`src/sv/warp_barrier_unit_assert.svh`:
```
// Assertion macros used by the warp barrier unit front end.
`ifndef WARP_BARRIER_UNIT_ASSERT_SVH
`define WARP_BARRIER_UNIT_ASSERT_SVH

// Condition and consequence checked on the same clock edge.
`define WBU_ASSERT_NOW(lbl, ante, cons) \
    lbl: assert property (@(posedge i_clk) disable iff (!i_rst_n) (ante) |-> (cons)) \
        else $error("warp barrier unit check failed");

// Consequence checked on the clock edge after the condition.
`define WBU_ASSERT_NEXT(lbl, ante, cons) \
    lbl: assert property (@(posedge i_clk) disable iff (!i_rst_n) (ante) |=> (cons)) \
        else $error("warp barrier unit check failed");

`endif

```
`src/sv/wbu_pkg.sv`:
```
// Shared field widths, beat layouts and control structs of the warp barrier unit.
package wbu_pkg;

    // Field widths of the stream beats
    localparam int BAR_ID_W     = 3;
    localparam int EXP_W        = 4;
    localparam int WARP_W       = 3;
    localparam int PC_FIELD_W   = 32;
    localparam int MASK_FIELD_W = 8;

    // Widest slot index over the allowed warp counts
    localparam int SLOT_MAX_W   = 6;

    localparam int IN_FIELDS_W  = 58;
    localparam int IN_TDATA_W   = 64;
    localparam int OUT_FIELDS_W = 43;
    localparam int OUT_TDATA_W  = 48;

    // Release queue depth
    localparam int RQ_DEPTH     = 2;
    localparam int RQ_AW        = 1;

    // Input beat, last field in the lowest bits
    typedef struct packed {
        logic [MASK_FIELD_W-1:0] predicate_mask;
        logic [MASK_FIELD_W-1:0] active_mask;
        logic [PC_FIELD_W-1:0]   warp_pc;
        logic [WARP_W-1:0]       warp_number;
        logic [EXP_W-1:0]        expected_count;
        logic [BAR_ID_W-1:0]     barrier_id;
    } t_in_item;

    // Stored warp record, laid out as the output beat
    typedef struct packed {
        logic [MASK_FIELD_W-1:0] released_mask;
        logic [PC_FIELD_W-1:0]   released_pc;
        logic [WARP_W-1:0]       released_warp;
    } t_warp_rec;

    // Slot store write from the front end
    typedef struct packed {
        logic                  en;
        logic [BAR_ID_W-1:0]   bar;
        logic [SLOT_MAX_W-1:0] slot;
        t_warp_rec             rec;
    } t_slot_wr;

    // Release job: barrier and its final filled slot
    typedef struct packed {
        logic [BAR_ID_W-1:0]   bar;
        logic [SLOT_MAX_W-1:0] last_slot;
    } t_rel_cmd;

    // Release finished for a barrier
    typedef struct packed {
        logic                en;
        logic [BAR_ID_W-1:0] bar;
    } t_rel_done;

    typedef enum logic [1:0] {
        BK_IDLE,
        BK_READ,
        BK_SEND
    } t_back_state;

endpackage

```
`src/sv/wbu_front.sv`:
```
// Front end: takes arrivals, classifies them, keeps barrier counts and queues releases.
`include "warp_barrier_unit_assert.svh"

module wbu_front #(
    parameter int NUM_BARRIERS = 8,
    parameter int NUM_WARPS    = 8,
    parameter int NUM_LANES    = 8
) (
    input  logic                           i_clk,
    input  logic                           i_rst_n,
    input  logic                           i_s_tvalid,
    output logic                           o_s_tready,
    input  logic [wbu_pkg::IN_TDATA_W-1:0] i_s_tdata,
    output wbu_pkg::t_slot_wr              o_wr,
    output logic                           o_push,
    output wbu_pkg::t_rel_cmd              o_push_cmd,
    input  logic                           i_q_full,
    input  wbu_pkg::t_rel_done             i_done
);

    localparam int BAR_LIM = 1 << wbu_pkg::BAR_ID_W;
    localparam int BAR_N   = (NUM_BARRIERS < BAR_LIM) ? NUM_BARRIERS : BAR_LIM;
    localparam int BAR_AW  = (BAR_N > 1) ? $clog2(BAR_N) : 1;
    localparam int CNT_W   = $clog2(NUM_WARPS);
    localparam int LANE_N  = (NUM_LANES < wbu_pkg::MASK_FIELD_W) ? NUM_LANES
                                                                  : wbu_pkg::MASK_FIELD_W;
    localparam int CMP_W   = (CNT_W > wbu_pkg::EXP_W) ? CNT_W : wbu_pkg::EXP_W;
    localparam logic [wbu_pkg::MASK_FIELD_W-1:0] LANE_KEEP =
        wbu_pkg::MASK_FIELD_W'((64'd1 << LANE_N) - 64'd1);
    localparam logic [CNT_W-1:0] CNT_TOP = CNT_W'(NUM_WARPS - 1);

    logic                r_in_valid;
    wbu_pkg::t_in_item   r_item;
    logic [BAR_N-1:0]    r_in_use;
    logic [BAR_N-1:0]    r_pending;
    logic [CNT_W-1:0]    r_count [BAR_N];

    logic [wbu_pkg::MASK_FIELD_W-1:0] act_kept;
    logic [wbu_pkg::EXP_W-1:0]        exp_m1;
    logic [BAR_AW-1:0]                bar;
    logic [CNT_W-1:0]                 cur;
    logic [CNT_W-1:0]                 cnt_next;
    logic                             take;
    logic                             fill;
    logic                             stall;
    logic                             commit;

    // Classify the held arrival
    always_comb begin
        act_kept = r_item.active_mask & LANE_KEEP;
        take     = (|(act_kept & r_item.predicate_mask)) &&
                   ({1'b0, r_item.barrier_id} < (wbu_pkg::BAR_ID_W + 1)'(BAR_N));
        bar      = r_item.barrier_id[BAR_AW-1:0];
        cur      = r_in_use[bar] ? r_count[bar] : '0;
        cnt_next = (cur == CNT_TOP) ? '0 : cur + 1'b1;
        exp_m1   = r_item.expected_count - 1'b1;
        fill     = (r_item.expected_count == wbu_pkg::EXP_W'(1)) ||
                   ((r_item.expected_count != '0) && (CMP_W'(cur) == CMP_W'(exp_m1)));
        // hold while this barrier is still being released, or no room for the job
        stall    = take && (r_pending[bar] || (fill && i_q_full));
        commit   = r_in_valid && !stall;
    end

    assign o_s_tready = !r_in_valid || commit;

    // Slot write and release job
    always_comb begin
        o_wr.en                = commit && take;
        o_wr.bar               = r_item.barrier_id;
        o_wr.slot              = wbu_pkg::SLOT_MAX_W'(cur);
        o_wr.rec.released_warp = r_item.warp_number;
        o_wr.rec.released_pc   = r_item.warp_pc;
        o_wr.rec.released_mask = act_kept;
        o_push                 = commit && take && fill;
        o_push_cmd.bar         = r_item.barrier_id;
        o_push_cmd.last_slot   = wbu_pkg::SLOT_MAX_W'(cur);
    end

    // Control state
    always_ff @(posedge i_clk) begin
        if (!i_rst_n) begin
            r_in_valid <= 1'b0;
            r_in_use   <= '0;
            r_pending  <= '0;
        end else begin
            if (o_s_tready) begin
                r_in_valid <= i_s_tvalid;
            end
            if (o_wr.en) begin
                r_in_use[bar] <= !fill;
            end
            if (o_push) begin
                r_pending[bar] <= 1'b1;
            end
            if (i_done.en) begin
                r_pending[i_done.bar[BAR_AW-1:0]] <= 1'b0;
            end
        end
    end

    // Held beat and arrival counts
    always_ff @(posedge i_clk) begin
        if (o_s_tready && i_s_tvalid) begin
            r_item <= wbu_pkg::t_in_item'(i_s_tdata[wbu_pkg::IN_FIELDS_W-1:0]);
        end
        if (o_wr.en && !fill) begin
            r_count[bar] <= cnt_next;
        end
    end

    // A barrier under release takes no new slot writes
    `WBU_ASSERT_NOW(a_wr_not_pending, o_wr.en, !r_pending[bar])
    // A barrier is never both collecting and releasing
    `WBU_ASSERT_NOW(a_use_pend_excl, 1'b1, (r_in_use & r_pending) == '0)
    // A finished release always belongs to a pending barrier
    `WBU_ASSERT_NOW(a_done_pending, i_done.en, r_pending[i_done.bar[BAR_AW-1:0]])
    // A queued release leaves at least one barrier pending
    `WBU_ASSERT_NEXT(a_push_marks, o_push, r_pending != '0)

endmodule

```
`src/sv/wbu_queue.sv`:
```
// Short queue of release jobs between the front and back ends.
module wbu_queue (
    input  logic              i_clk,
    input  logic              i_rst_n,
    input  logic              i_push,
    input  wbu_pkg::t_rel_cmd i_cmd,
    output logic              o_full,
    output logic              o_valid,
    output wbu_pkg::t_rel_cmd o_cmd,
    input  logic              i_pop
);

    wbu_pkg::t_rel_cmd            r_entry [wbu_pkg::RQ_DEPTH];
    logic [wbu_pkg::RQ_AW-1:0]    r_wr_ptr;
    logic [wbu_pkg::RQ_AW-1:0]    r_rd_ptr;
    logic [wbu_pkg::RQ_AW:0]      r_fill;

    assign o_full  = (r_fill == (wbu_pkg::RQ_AW + 1)'(wbu_pkg::RQ_DEPTH));
    assign o_valid = (r_fill != '0);
    assign o_cmd   = r_entry[r_rd_ptr];

    // Pointers and fill level
    always_ff @(posedge i_clk) begin
        if (!i_rst_n) begin
            r_wr_ptr <= '0;
            r_rd_ptr <= '0;
            r_fill   <= '0;
        end else begin
            if (i_push) begin
                r_wr_ptr <= r_wr_ptr + 1'b1;
            end
            if (i_pop) begin
                r_rd_ptr <= r_rd_ptr + 1'b1;
            end
            case ({i_push, i_pop})
                2'b10:   r_fill <= r_fill + 1'b1;
                2'b01:   r_fill <= r_fill - 1'b1;
                default: r_fill <= r_fill;
            endcase
        end
    end

    // Entry storage
    always_ff @(posedge i_clk) begin
        if (i_push) begin
            r_entry[r_wr_ptr] <= i_cmd;
        end
    end

endmodule

```
`src/sv/wbu_back.sv`:
```
// Back end: holds the waiting warp records and walks them out on release.
module wbu_back #(
    parameter int NUM_BARRIERS = 8,
    parameter int NUM_WARPS    = 8,
    parameter int NUM_LANES    = 8,
    parameter int PC_BITS      = 32
) (
    input  logic                            i_clk,
    input  logic                            i_rst_n,
    input  wbu_pkg::t_slot_wr               i_wr,
    input  logic                            i_q_valid,
    input  wbu_pkg::t_rel_cmd               i_q_cmd,
    output logic                            o_q_pop,
    output wbu_pkg::t_rel_done              o_done,
    output logic                            o_m_tvalid,
    input  logic                            i_m_tready,
    output logic [wbu_pkg::OUT_TDATA_W-1:0] o_m_tdata,
    output logic                            o_m_tlast
);

    localparam int BAR_LIM = 1 << wbu_pkg::BAR_ID_W;
    localparam int BAR_N   = (NUM_BARRIERS < BAR_LIM) ? NUM_BARRIERS : BAR_LIM;
    localparam int BAR_AW  = (BAR_N > 1) ? $clog2(BAR_N) : 1;
    localparam int CNT_W   = $clog2(NUM_WARPS);
    localparam int LANE_N  = (NUM_LANES < wbu_pkg::MASK_FIELD_W) ? NUM_LANES
                                                                  : wbu_pkg::MASK_FIELD_W;
    localparam int PC_N    = (PC_BITS < wbu_pkg::PC_FIELD_W) ? PC_BITS : wbu_pkg::PC_FIELD_W;
    localparam int ADDR_W  = BAR_AW + CNT_W;
    localparam int MEM_D   = 1 << ADDR_W;
    localparam int WORD_W  = wbu_pkg::WARP_W + PC_N + LANE_N;

    logic [WORD_W-1:0]            r_ram [MEM_D];
    logic [WORD_W-1:0]            r_rd_word;
    wbu_pkg::t_back_state         r_state;
    wbu_pkg::t_back_state         n_state;
    logic [wbu_pkg::BAR_ID_W-1:0] r_bar;
    logic [CNT_W-1:0]             r_slot;
    logic [CNT_W-1:0]             r_last_slot;

    logic                         rd_en;
    logic                         beat;
    logic                         is_last;
    wbu_pkg::t_warp_rec           out_rec;

    assign is_last = (r_slot == r_last_slot);

    // Warp record store: front end writes, release walk reads
    always_ff @(posedge i_clk) begin
        if (i_wr.en) begin
            r_ram[{i_wr.bar[BAR_AW-1:0], i_wr.slot[CNT_W-1:0]}] <=
                {i_wr.rec.released_mask[LANE_N-1:0],
                 i_wr.rec.released_pc[PC_N-1:0],
                 i_wr.rec.released_warp};
        end
        if (rd_en) begin
            r_rd_word <= r_ram[{r_bar[BAR_AW-1:0], r_slot}];
        end
    end

    // Next state
    always_comb begin
        n_state = r_state;
        unique case (r_state)
            wbu_pkg::BK_IDLE: begin
                if (i_q_valid) begin
                    n_state = wbu_pkg::BK_READ;
                end
            end
            wbu_pkg::BK_READ: begin
                n_state = wbu_pkg::BK_SEND;
            end
            wbu_pkg::BK_SEND: begin
                if (i_m_tready) begin
                    n_state = is_last ? wbu_pkg::BK_IDLE : wbu_pkg::BK_READ;
                end
            end
            default: begin
                n_state = wbu_pkg::BK_IDLE;
            end
        endcase
    end

    // State outputs
    always_comb begin
        o_q_pop    = 1'b0;
        rd_en      = 1'b0;
        o_m_tvalid = 1'b0;
        unique case (r_state)
            wbu_pkg::BK_IDLE: o_q_pop    = i_q_valid;
            wbu_pkg::BK_READ: rd_en      = 1'b1;
            wbu_pkg::BK_SEND: o_m_tvalid = 1'b1;
            default: begin
                o_q_pop = 1'b0;
            end
        endcase
        beat       = o_m_tvalid && i_m_tready;
        o_done.en  = beat && is_last;
        o_done.bar = r_bar;
    end

    // Output beat from the registered read word
    always_comb begin
        out_rec.released_warp = r_rd_word[wbu_pkg::WARP_W-1:0];
        out_rec.released_pc   = wbu_pkg::PC_FIELD_W'(r_rd_word[wbu_pkg::WARP_W +: PC_N]);
        out_rec.released_mask =
            wbu_pkg::MASK_FIELD_W'(r_rd_word[wbu_pkg::WARP_W + PC_N +: LANE_N]);
    end

    assign o_m_tdata = wbu_pkg::OUT_TDATA_W'(out_rec);
    assign o_m_tlast = is_last;

    // State register
    always_ff @(posedge i_clk) begin
        if (!i_rst_n) begin
            r_state <= wbu_pkg::BK_IDLE;
        end else begin
            r_state <= n_state;
        end
    end

    // Walk position
    always_ff @(posedge i_clk) begin
        if (o_q_pop) begin
            r_bar       <= i_q_cmd.bar;
            r_last_slot <= i_q_cmd.last_slot[CNT_W-1:0];
            r_slot      <= '0;
        end else if (beat && !is_last) begin
            r_slot <= r_slot + 1'b1;
        end
    end

endmodule

```
`src/sv/warp_barrier_unit.sv`:
```
// Top level of the warp barrier unit: front end, release queue and back end.
//
// Each input beat is a warp arriving at a barrier. An arrival whose active and
// predicate masks share no lane, or whose barrier number is out of range, is
// dropped. Otherwise the warp's id, pc and active mask are stored in the next
// slot of its barrier; when the barrier's expected count is met, every stored
// warp of it leaves on the output in slot order with tlast on the final one.
// An arrival beat is taken every cycle while the front end is free; it waits
// in the front end's input register while its barrier still has a release in
// flight, or while it would fill its barrier and the two-entry release queue
// is full. Releases are walked by the back end from a record store holding
// NUM_WARPS slots per barrier with one registered read port: it takes a
// release job while idle, then per released warp reads the store and holds
// the output beat until the sink takes it. The store needs no clearing after reset.
module warp_barrier_unit #(
    parameter int NUM_BARRIERS = 8,
    parameter int NUM_WARPS    = 8,
    parameter int NUM_LANES    = 8,
    parameter int PC_BITS      = 32
) (
    input  logic                            i_clk,
    input  logic                            i_rst_n,
    input  logic                            i_s_axis_tvalid,
    output logic                            o_s_axis_tready,
    // barrier_id[2:0], expected_count[6:3], warp_number[9:7], warp_pc[41:10],
    // active_mask[49:42], predicate_mask[57:50], zero pad
    input  logic [wbu_pkg::IN_TDATA_W-1:0]  i_s_axis_tdata,
    output logic                            o_m_axis_tvalid,
    input  logic                            i_m_axis_tready,
    // released_warp[2:0], released_pc[34:3], released_mask[42:35], zero pad
    output logic [wbu_pkg::OUT_TDATA_W-1:0] o_m_axis_tdata,
    output logic                            o_m_axis_tlast
);

    wbu_pkg::t_slot_wr  slot_wr;
    wbu_pkg::t_rel_cmd  push_cmd;
    wbu_pkg::t_rel_cmd  q_cmd;
    wbu_pkg::t_rel_done rel_done;
    logic               push;
    logic               q_full;
    logic               q_valid;
    logic               q_pop;

    wbu_front #(
        .NUM_BARRIERS (NUM_BARRIERS),
        .NUM_WARPS    (NUM_WARPS),
        .NUM_LANES    (NUM_LANES)
    ) u_front (
        .i_clk      (i_clk),
        .i_rst_n    (i_rst_n),
        .i_s_tvalid (i_s_axis_tvalid),
        .o_s_tready (o_s_axis_tready),
        .i_s_tdata  (i_s_axis_tdata),
        .o_wr       (slot_wr),
        .o_push     (push),
        .o_push_cmd (push_cmd),
        .i_q_full   (q_full),
        .i_done     (rel_done)
    );

    wbu_queue u_queue (
        .i_clk   (i_clk),
        .i_rst_n (i_rst_n),
        .i_push  (push),
        .i_cmd   (push_cmd),
        .o_full  (q_full),
        .o_valid (q_valid),
        .o_cmd   (q_cmd),
        .i_pop   (q_pop)
    );

    wbu_back #(
        .NUM_BARRIERS (NUM_BARRIERS),
        .NUM_WARPS    (NUM_WARPS),
        .NUM_LANES    (NUM_LANES),
        .PC_BITS      (PC_BITS)
    ) u_back (
        .i_clk      (i_clk),
        .i_rst_n    (i_rst_n),
        .i_wr       (slot_wr),
        .i_q_valid  (q_valid),
        .i_q_cmd    (q_cmd),
        .o_q_pop    (q_pop),
        .o_done     (rel_done),
        .o_m_tvalid (o_m_axis_tvalid),
        .i_m_tready (i_m_axis_tready),
        .o_m_tdata  (o_m_axis_tdata),
        .o_m_tlast  (o_m_axis_tlast)
    );

endmodule

```
`config.mk`:
```
export PLATFORM = sky130hd
export DESIGN_NAME = warp_barrier_unit
export DESIGN_NICKNAME = d
export VERILOG_FILES = /design/src/sv/wbu_pkg.sv /design/src/sv/wbu_front.sv /design/src/sv/wbu_queue.sv /design/src/sv/wbu_back.sv /design/src/sv/warp_barrier_unit.sv
export VERILOG_INCLUDE_DIRS = /design/src /design/src/sv
export SDC_FILE = /design/constraint.sdc
export NUM_CORES = 2
export LEC_CHECK = 0
export BUFFER_PORTS_ARGS = -buffer_cell sky130_fd_sc_hd__buf_2
export CORE_ASPECT_RATIO = 0.5
export CORE_UTILIZATION = 31
export CTS_CLUSTER_DIAMETER = 80
export CTS_CLUSTER_SIZE = 20
export DETAILED_ROUTE_END_ITERATION = 16
export GPL_TIMING_DRIVEN = 0
export PLACE_DENSITY_LB_ADDON = 0.08
export SLEW_MARGIN = 5
export SYNTH_ARGS = -nofsm -noshare
export SYNTH_HDL_FRONTEND = slang
export SYNTH_SLANG_ARGS = --single-unit
```
`constraint.sdc`:
```
create_clock -name i_clk -period 9.25 [get_ports i_clk]
set_clock_uncertainty 0.15 [all_clocks]
set_input_delay 1.3875 -clock i_clk [delete_from_list [all_inputs] [get_ports i_clk]]
set_output_delay 1.3875 -clock i_clk [all_outputs]
set_load 0.005 [all_outputs]
```
==> out/metrics.cfg <==
[worst_setup_path]
required_ns=9.66
path_cells=buf_2 > buf_2 > buf_2 > buf_2 > buf_1 > mux2i_1 > o22ai_1 > a211oi_1 > nand2_1
worstPathMaxFanout=11
worst-setup-path-type=flip-flop to flip-flop
crit-reg2reg-capture=u_back.out_rec[1]
critPathSlowestCell=a211oi_1
rr_worst_depth=9
cp-endpoint=u_back.out_rec[1]
r2r_slack_ns=2.14
cpMostUsedCell=buf_2
r2r_start=u_back.r_slot[2]
crit_path_start_kind=flip-flop
crit_path_start=u_back.r_slot[2]
worstPathArrival_ns=7.52
crit_cells=9
crit_buf_inv=5
crit_path_max_incr_delay_ns=1.12
cp-end-kind=flip-flop
cp_top_family=buffers and inverters

[detailed_routing]
vias=54170
drc_errors=0
drt-total-wl_microns=394000
postRouteAntennaNets=0
firstDrtPassIters=5
post_drt_wl_per_cell_microns=39.66
drt-initial-drc-count=8012
via_per_inst=5.453

[clock_network]
htreeDepth=4
cts-root-buf=clkbuf_16
clkLatencyLatePin_ns=0.88
cts_hold_buf=0
cts_tree=done
path_clk_slew_ns=0.09
cts_resized=0
numCtsBuffers=172
cts_num_sinks=2924
clockBufferDepth=4
cts_setup_buffers=0

[sta]
timing.fmax_mhz=140.7
setup_violations=0
post-route-period-util=0.7681
drv_slew=0
rsz0062_at_grt=false
hold_viol=0
fin_crit_ns=7.105
slew-limit-headroom=0.03350
worst_slew_pin_slew_ns=1.450

[synthesis]
synthTopCellsByCount=2895 x edfxtp_1, 809 x mux4_2, 144 x mux2i_1
synth_top_area_cell=edfxtp_1
ys.flop_type=edfxtp_1
yosys_warnings=0
syn_inst=4554
synth_top_area_frac=0.7842
synth.top_cells.by_area=edfxtp_1 78%, mux4_2 16%, mux2i_1 1.3%, dfxtp_1 0.52%, buf_2 0.41%
synth-async-reset-ratio=0
netlist_area_sq_mm=0.1109
yosysMostFrequentCell=edfxtp_1
synthDistinctLibCells=61
synth-edff-count=2895
ys_seq_elements=2924
yosysSeqAreaShare=0.7895
avgSynthCellArea_sq_um=24.34

[die]
rows=154
core_sq_mm=0.3540
dieWidth_microns=847.7
dieArea_sq_mm=0.3601
die_h_microns=424.8
start_util=0.3132
ios=119

[pwr]
combPwrFrac=0.217
cell_internal_pwr_mw=20.78
p_seq_frac=0.512
peakVddDrop_mv=0.1308
clkPwrFrac=0.271
swShare=0.2819
design_power_total_mw=28.94
leakage_nw=38.09
powerDensity_mw_per_mm2=223.9
p_switching_mw=8.157

[cells_and_area]
drive_above_1_share=0.3193
syn_to_final_growth_pct=16.60
nets=5215
final_util=0.3652

[run]
maxCapViolations=0

[global_routing]
grt_use_total=0.2162
first_global_vias=54750
overflow=0
grt_max_degree=38
grt_pass1_wl_microns=518600
antenna_found_initial=43

[place]
io_buffers=107
place_congestion=0.7454
dp_hpwl_microns=279400

[min_path]
hold_class=flip-flop to flip-flop

[run_status]
status=finished, final reports clean

logic make-up (layout without fill, tap and decap cells):
family	after synthesis	after routing	synth area share
muxes	979	979	0.1801
adders and majority gates	6	6	0.0006772
AOI/OAI and AO/OA	154	154	0.009673
and+or+nand+nor	226	226	0.009436
DFF	2924	2924	0.7895
buffers and inverters	255	868	0.009888
other	1	10	0.00003383
xor gates and xnor gates	9	9	0.0007110
cell type report:
| class | instances | area [sq um] |
|---|---|---|
| fill | 31930 | 224700 |
| sequential | 2924 | 87510 |
| multi-input combinational | 1379 | 22810 |
| timing repair buffer | 409 | 7252 |
| tap | 4758 | 5953 |
| clock buffer | 199 | 4522 |
| buffer | 235 | 1067 |
| inverter | 20 | 75.07 |
| clock inverter | 5 | 52.55 |
| antenna | 5 | 12.51 |
registers in the layout (all words and copies together), names as in the netlist, named ones only:
name and count:
u_back.out_rec 43, u_back.r_bar 3, u_back.r_last_slot 3, u_back.r_ram 2752, u_back.r_slot 3, u_back.r_state 2, u_front.act_kept 8, u_front.bar 3
u_front.o_wr 35, u_front.r_count 24, u_front.r_in_use 8, u_front.r_in_valid 1, u_front.r_item 12, u_front.r_pending 8, u_queue.r_entry 12, u_queue.r_fill 2
u_queue.r_rd_ptr 1, u_queue.r_wr_ptr 1
cell usage in the layout (no fill, tap or decap), types with 14 or more instances in the layout:
master / instances
buf_8: 14
clkbuf_2: 30
buf_16: 101
nor2_4: 64
mux2_2: 25
clkbuf_1: 100
o21ai_0: 15
mux4_2: 809
nor2_1: 36
buf_2: 204
dfxtp_1: 29
inv_1: 19
edfxtp_1: 2895
buf_12: 185
nor3_1: 14
clkbuf_16: 177
mux2i_1: 144
o22ai_1: 68
buf_1: 22
nand2_1: 47
metal layers:
metal  global-route usage  up-vias  wire length [microns]
li1                     -    20660                      -
met1               0.3295    30830                 179600
met4              0.04432        8                   9025
met5                    0        -                     51
met3              0.03674      362                  30730
met2               0.3270     2314                 174600
power groups by stage:
| stage | registers [mW] | logic (mW) | clock network (mW) |
|---|---|---|---|
| floorplan | 15.2 | 3.50 | 0 |
| global placement | 15.3 | 6.00 | 0 |
| detailed placement | 15.1 | 6.41 | 0 |
| CTS | 14.8 | 6.43 | 8.04 |
| global route | 14.8 | 6.60 | 8.46 |
| finish | 14.8 | 6.28 | 7.84 |
metrics by stage:
step | cell area (sq um) | instances | hold WS (ns) | setup slack, ns | TNS (ns)
global route | 129200 | 9931 | 0.3530 | 2.056 | 0
global placement | 117400 | 9423 | 0.3016 | -4.035 | -8730.56
detailed placement | 124700 | 9725 | 0.2919 | 2.245 | 0
CTS | 129200 | 9929 | 0.3038 | 2.223 | 0
floorplan | 110900 | 4558 | 0.2704 | 3.583 | 0
finish | 129300 | 9934 | 0.3138 | 2.145 | 0
how the worst min path moves through the flow:
stage / start / end / cells past startpoint
3_3_place_gp: u_front.r_pending[7] / u_front.r_pending[7] / 2
4_1_cts: u_front.r_pending[1] / u_front.r_pending[1] / 2
6_report: u_front.r_pending[1] / u_front.r_pending[1] / 2
5_1_grt: u_front.r_pending[7] / u_front.r_pending[7] / 2
2_1_floorplan: u_front.r_pending[5] / u_front.r_pending[5] / 2
3_5_place_dp: u_front.r_pending[1] / u_front.r_pending[1] / 2
tightest hold or removal path: cells and delay by family (launching register included):
family             cells  cell delay, ns
and+or+nand+nor        1            0.06
DFF                    1            0.32
AOI/OAI and AO/OA      1            0.05
No activity file was read; power rests on OpenSTA's default activity.
